**config.mk**
```make
export PLATFORM = sky130hd
export DESIGN_NAME = rmsa_queue
export DESIGN_NICKNAME = d
export VERILOG_FILES = /design/src/design/rmsa_pkg.sv /design/src/design/rmsa_queue.sv
export SDC_FILE = /design/constraint.sdc
export NUM_CORES = 1
export LEC_CHECK = 0
export BUFFER_PORTS_ARGS = -buffer_cell sky130_fd_sc_hd__buf_4
export CORE_MARGIN = 8
export CORE_UTILIZATION = 45
export DETAILED_ROUTE_END_ITERATION = 6
export PLACE_DENSITY = 0.74
export SLEW_MARGIN = 20
export SYNTH_ARGS = -nofsm -noshare
export SYNTH_HDL_FRONTEND = slang
export SYNTH_SLANG_ARGS = --single-unit
```
**constraint.sdc**
```tcl
create_clock -name clk -period 3.3 [get_ports clk]
set_clock_uncertainty 0.15 [all_clocks]
set_input_delay 0.495 -clock clk [delete_from_list [all_inputs] [get_ports clk]]
set_output_delay 0.495 -clock clk [all_outputs]
set_load 0.01 [all_outputs]
```
**src/design/rmsa_pkg.sv**
```systemverilog
// Package for the root motion scale adapter.
// Shared constants, configuration register layout and register index codes.
// No dependencies.
`default_nettype none

package rmsa_pkg;

  localparam int COORD_WIDTH_DEF = 32;
  localparam int FRAC            = 16;
  localparam int DT_W            = 24;
  localparam int SCALE_W         = 24;
  localparam int STAND_W         = 31;
  localparam int CFG_IDX_W       = 2;
  localparam int CFG_DATA_W      = STAND_W;
  localparam int QUEUE_DEPTH     = 4;
  localparam int NEAR_ZERO_LSB   = 6;

  localparam logic [SCALE_W-1:0] ONE_Q16 = SCALE_W'(65536);

  typedef enum logic [CFG_IDX_W-1:0] {
    CFG_STAND_SPEED = 2'd0,
    CFG_MIN_SCALE   = 2'd1,
    CFG_MAX_SCALE   = 2'd2,
    CFG_SEPARATE    = 2'd3
  } cfg_idx_t;

  typedef struct packed {
    logic [STAND_W-1:0] stand_speed;
    logic [SCALE_W-1:0] min_scale;
    logic [SCALE_W-1:0] max_scale;
    logic               separate;
  } cfg_t;

  localparam cfg_t CFG_RESET = '{
    stand_speed: STAND_W'(6554),
    min_scale:   SCALE_W'(32768),
    max_scale:   SCALE_W'(131072),
    separate:    1'b0
  };

endpackage

`default_nettype wire

```
**src/design/rmsa_queue.sv**
```systemverilog
// Short queue between front and back end.
// Depends on rmsa_pkg.
`default_nettype none

module rmsa_queue import rmsa_pkg::*; #(
  parameter type fb_t  = logic,
  parameter int  DEPTH = QUEUE_DEPTH
) (
  input  wire logic clk,
  input  wire logic rst,
  input  wire logic push_valid,
  output logic      push_ready,
  input  wire fb_t  push_data,
  output logic      pop_valid,
  input  wire logic pop_ready,
  output fb_t       pop_data
);

  localparam int AW = (DEPTH > 1) ? $clog2(DEPTH) : 1;

  fb_t            mem [DEPTH];
  logic [AW-1:0]  wr_ptr, rd_ptr;
  logic [AW:0]    count;
  logic           push, pop;

  assign push_ready = count != (AW+1)'(DEPTH);
  assign pop_valid  = count != '0;
  assign push       = push_valid && push_ready;
  assign pop        = pop_valid && pop_ready;
  assign pop_data   = mem[rd_ptr];

  always_ff @(posedge clk) begin
    if (rst) begin
      wr_ptr <= '0;
      rd_ptr <= '0;
      count  <= '0;
    end else begin
      if (push) begin
        wr_ptr <= (wr_ptr == AW'(DEPTH-1)) ? '0 : wr_ptr + 1'b1;
      end
      if (pop) begin
        rd_ptr <= (rd_ptr == AW'(DEPTH-1)) ? '0 : rd_ptr + 1'b1;
      end
      if (push && !pop) begin
        count <= count + 1'b1;
      end else if (pop && !push) begin
        count <= count - 1'b1;
      end
    end
  end

  always_ff @(posedge clk) begin
    if (push) begin
      mem[wr_ptr] <= push_data;
    end
  end

endmodule

`default_nettype wire

```
==> impl_metrics.yaml, run 1 <==
sta:
  maxSlewViolCount: 0
  slew-limit-headroom: 0.669
  fin_crit_sh: 0.774
  rsz0062_at_grt: "false"
  fmax_mhz: 392
  setup_violations: 0
  fin_setup_tns_ns: 0
  finalCriticalPeriod_ns: 2.55
  hold_violations: 0
  worst_pin_slew_ns: 0.493
routing:
  routed-via-count: 394
  ant_nets: 0
  viasPerCell: 5.12
  dr.pass1.iters: 2
  drc_errors: 0
  routed_wl_um: 1030
  wire_per_inst_um: 13.3
  initialDrtViolationCount: 2
floorplan:
  ioPinCount: 8
  start_util: 0.482
  die_h_um: 53.3
  fp.coreArea_mm2: 0.00130
  dieArea_mm2: 0.00284
  core.rowCount: 13
  fp.dieW_um: 53.3
clock_tree:
  cts_buffers: 3
  cts_resized: 0
  hold_buffers: 0
  h-tree-depth: 1
  cts_buffer_depth: 2
  post-cts-setup-buffers: 0
  cts.sinks: 13
  cts_tree: "done"
  clk_pin_slew_ns: 0.07
  insertion_delay_ns: 0.27
  cts-root-buf: "clkbuf_4"
logic_synthesis:
  ys_ff_latch: 13
  synth-async-reset-ratio: 0
  syn_inst: 53
  yosysTopAreaCellShare: 0.287
  syn-cell-area_um2: 627
  ys_top_cells_by_area: "dfxtp_1, edfxtp_1, ha_1"
  yosys_warnings: 0
  yosys_most_used_dff: "dfxtp_1"
  syn_nets: 65
  yosysSeqAreaShare: 0.479
  yosysTopAreaCell: "dfxtp_1"
  synth.distinct_cells: 24
  synth_edf_count: 4
  syn_avg_cell_area_um2: 11.8
critical_path:
  crit_path_start_kind: "register"
  critPathMaxFanout: 5
  cp.required_ns: 3.34
  cp-end-kind: "register"
  worstSetupPathType: "reg -> reg"
  cp.arrival_ns: 2.60
cells_and_area:
  mostFrequentLayoutCells: "dfxtp_1, buf_4, ha_1, and3_2, edfxtp_1"
  final_cells: 77
  final_cell_area_um2: 716
  drive_above_1_share: 0.306
  area_growth_pct: 14.2
  fillers: 123
  nets: 75
  antennaDiodeCount: 0
  layout_commonest_cell: "dfxtp_1"
placement:
  dp_hpwl_um: 816
  io_buffers: 7
  place_inst: 73
  place_congestion: 0.810
  placed_area_um2: 689
power:
  ir_worst_vdd_mv: 0.553
  power.density_mw_per_mm2: 804
  p_leak_uw: 0.000318
global_routing:
  overflow: 0
  grt_busiest_layer: "met2"
  grt_max_degree: 10
  grt_use_met2: 0.135
  grt_pass1_wl_um: 1680
  grt_pass1_vias: 393
  antenna_found_initial: 0
  met3_usage: 0.0644
  met1_usage: 0.0837
  grtUsageTotal: 0.0828
min_path:
  hold_class: "in -> reg"
outcome:
  outcome: "finished, final reports clean"
job:
  maxCapViolations: 0
==> cell type report <==
cell class / instances / area [um^2] / share of cell area
multi-input combinational: 35 / 307 / 0.428
sequential: 13 / 300 / 0.420
timing repair buffer: 7 / 52.6 / 0.0734
clock buffer: 4 / 26.3 / 0.0367
tap: 15 / 18.8 / 0.0262
inverter: 3 / 11.3 / 0.0157
==> routing by layer <==
layer / vias up / wire length [um]
li1: 206 / -
met3: 0 / 74
met2: 7 / 494
met5: - / 0
met1: 181 / 458
met4: 0 / 0
==> power by group <==
part | leakage (uW) | internal (uW) | switching (uW)
sequential | 0.000111 | 205 | 36.2
combinational | 0.000192 | 124 | 116
clock | 0.0000150 | 46.8 | 47.0
total | 0.000318 | 376 | 199
==> worst max-delay path, cell delays in order, from the launching register on <==
cell and delay, ns:
dfxtp_1 0.36, o31ai_1 0.47, ha_1 0.30, inv_1 0.07, fa_1 0.37, xor2_1 0.16, or3_2 0.42, a21oi_1 0.17
==> cells by family after synthesis <==
family | Yosys count | share of synthesized area
AND/OR/NAND/NOR | 17 | 0.170
flip-flops | 13 | 0.479
adder cells (fa/ha/maj) | 7 | 0.152
AO/OA/AOI/OAI | 5 | 0.0559
buffers and inverters | 5 | 0.0319
multiplexers | 4 | 0.0838
XOR/XNOR | 2 | 0.0279
==> worst paths after layout <==
path         startpoint   endpoint  slack, ns  cells after the start
max            count[0]   count[2]       0.75                      7
min           push_data     mem[0]       0.27                      1
max reg2reg    count[0]   count[2]       0.75                      7
min reg2reg   rd_ptr[0]  rd_ptr[0]       0.35                      2
==> Yosys cell counts (all sizes together), types with 3 or more instances <==
| cell type | n |
|---|---|
| inv | 3 |
| dfxtp | 9 |
| edfxtp | 4 |
| nor2 | 3 |
| ha | 6 |
| and3 | 4 |
| or3 | 3 |
| mux2i | 3 |
==> stage by stage <==
stage	total power [uW]	worst slack, ns	hold slack [ns]	util
3_3_place_gp	474	0.892	0.337	0.530
4_1_cts	580	0.770	0.270	0.550
2_1_floorplan	411	0.971	0.313	-
3_5_place_dp	484	0.795	0.339	0.530
5_1_grt	620	0.644	0.263	0.550
6_report	576	0.746	0.275	0.550
No activity file was read; power rests on OpenSTA's default activity.
==> inputs of run 2 (changes only) <==
==> constraint.sdc (replaced) <==
create_clock -name clk -period 2.45 [get_ports clk]
set_clock_uncertainty 0.15 [all_clocks]
set_input_delay 0.3675 -clock clk [delete_from_list [all_inputs] [get_ports clk]]
set_output_delay 0.3675 -clock clk [all_outputs]
set_load 0.01 [all_outputs]
==> impl_metrics.yaml, run 2 (same netlist as run 1, synthesis figures left out) <==
clock_tree:
  cts_buffer_depth: 2
  insertion_delay_ns: 0.28
  cts.sinks: 13
  cts_tree: "done"
  cts_resized: 0
  h-tree-depth: 1
  cts-root-buf: "clkbuf_4"
  hold_buffers: 0
  post-cts-setup-buffers: 0
  clk_pin_slew_ns: 0.08
  cts_buffers: 3
global_routing:
  grt_busiest_layer: "met2"
  grt_max_degree: 10
  antenna_found_initial: 0
  grt_pass1_vias: 398
  met3_usage: 0.0616
  overflow: 0
  grt_pass1_wl_um: 1610
  grtUsageTotal: 0.0816
  met1_usage: 0.0788
  grt_use_met2: 0.121
critical_path:
  crit_path_start_kind: "register"
  critPathMaxFanout: 5
  cp.required_ns: 2.52
  worstSetupPathType: "reg -> reg"
  r2r-start: "count[0]"
  cp-end-kind: "register"
  reg2reg_slack_ns: 0.15
  rr_worst_depth: 7
  r2r-end: "count[2]"
  cp.arrival_ns: 2.37
floorplan:
  ioPinCount: 8
  core.rowCount: 13
  fp.dieW_um: 53.3
  dieArea_mm2: 0.00284
  start_util: 0.482
  fp.coreArea_mm2: 0.00130
  die_h_um: 53.3
cells_and_area:
  area_growth_pct: 16.6
  mostFrequentLayoutCells: "dfxtp_1, buf_4, ha_1, and3_2, edfxtp_1"
  fillers: 122
  antennaDiodeCount: 0
  final_cell_area_um2: 731
  drive_above_1_share: 0.328
  final_cells: 79
  nets: 77
routing:
  ant_nets: 0
  dr.pass1.iters: 4
  initialDrtViolationCount: 7
  routed_wl_um: 970
  wire_per_inst_um: 12.3
  viasPerCell: 5.28
  routed-via-count: 417
  drc_errors: 0
min_path:
  holdPathEnd: "mem[2]"
  hold_class: "in -> reg"
  holdPathStages: 1
  hp-start: "push_data"
job:
  maxCapViolations: 0
sta:
  worst_pin_slew_ns: 0.321
  fin_crit_sh: 0.940
  finalCriticalPeriod_ns: 2.30
  setup_violations: 0
  rsz0062_at_grt: "false"
  slew-limit-headroom: 0.784
  maxSlewViolCount: 0
  hold_violations: 0
  fmax_mhz: 434
  fin_setup_tns_ns: 0
power:
  p_leak_uw: 0.000326
  power.density_mw_per_mm2: 1080
  total_power_uw: 788
  ir_worst_vdd_mv: 0.666
placement:
  dp_hpwl_um: 749
  place_inst: 75
  placed_area_um2: 704
  place_congestion: 0.706
  io_buffers: 7
outcome:
  outcome: "finished, final reports clean"
## run 2: changes by cell type in the layout (fill, tap and decap cells not counted)
cell	change
buf_4	+2
## run 2: per-stage QoR
| stage | hold slack [ns] | setup WS, ns | util |
|---|---|---|---|
| after floorplan | 0.313 | 0.121 | - |
| after global placement | 0.332 | 0.166 | 0.541 |
| after detailed placement | 0.346 | 0.157 | 0.541 |
| after CTS | 0.130 | 0.126 | 0.562 |
| after global routing | 0.121 | 0.0396 | 0.562 |
| final | 0.137 | 0.147 | 0.562 |
## run 2: metal layers
metal,vias up,wire (um),part of all wire
met3,4,85,0.088
met5,-,0,0
li1,207,-,-
met1,197,390,0.40
met2,9,465,0.48
met4,0,29,0.030
## run 2: cell type report
class                      instances  area (um^2)  share of cell area
multi-input combinational         35          307               0.420
sequential                        13          300               0.411
timing repair buffer               9         67.6              0.0925
clock buffer                       4         26.3              0.0360
tap                               15         18.8              0.0257
inverter                           3         11.3              0.0154
## run 2: worst max-delay path by stage
| stage | from | endpoint |
|---|---|---|
| floorplan | count[0] | count[2] |
| global placement | count[0] | count[2] |
| detailed placement | count[0] | count[2] |
| CTS | count[0] | count[2] |
| global route | count[0] | count[2] |
| finish | count[0] | count[2] |
## run 2: report_power, final
group | switching (uW) | internal, uW | total [uW]
Combinational | 148 | 185 | 333
Clock | 69.3 | 63.2 | 133
Sequential | 46.5 | 276 | 323
Total | 264 | 525 | 788
## run 2: critical path: stages (launching register included)
cell and delay, ns:
dfxtp_1 0.36, o31ai_1 0.35, ha_1 0.25, inv_1 0.06, fa_1 0.38, xor2_1 0.16, or3_2 0.40, a21oi_1 0.14
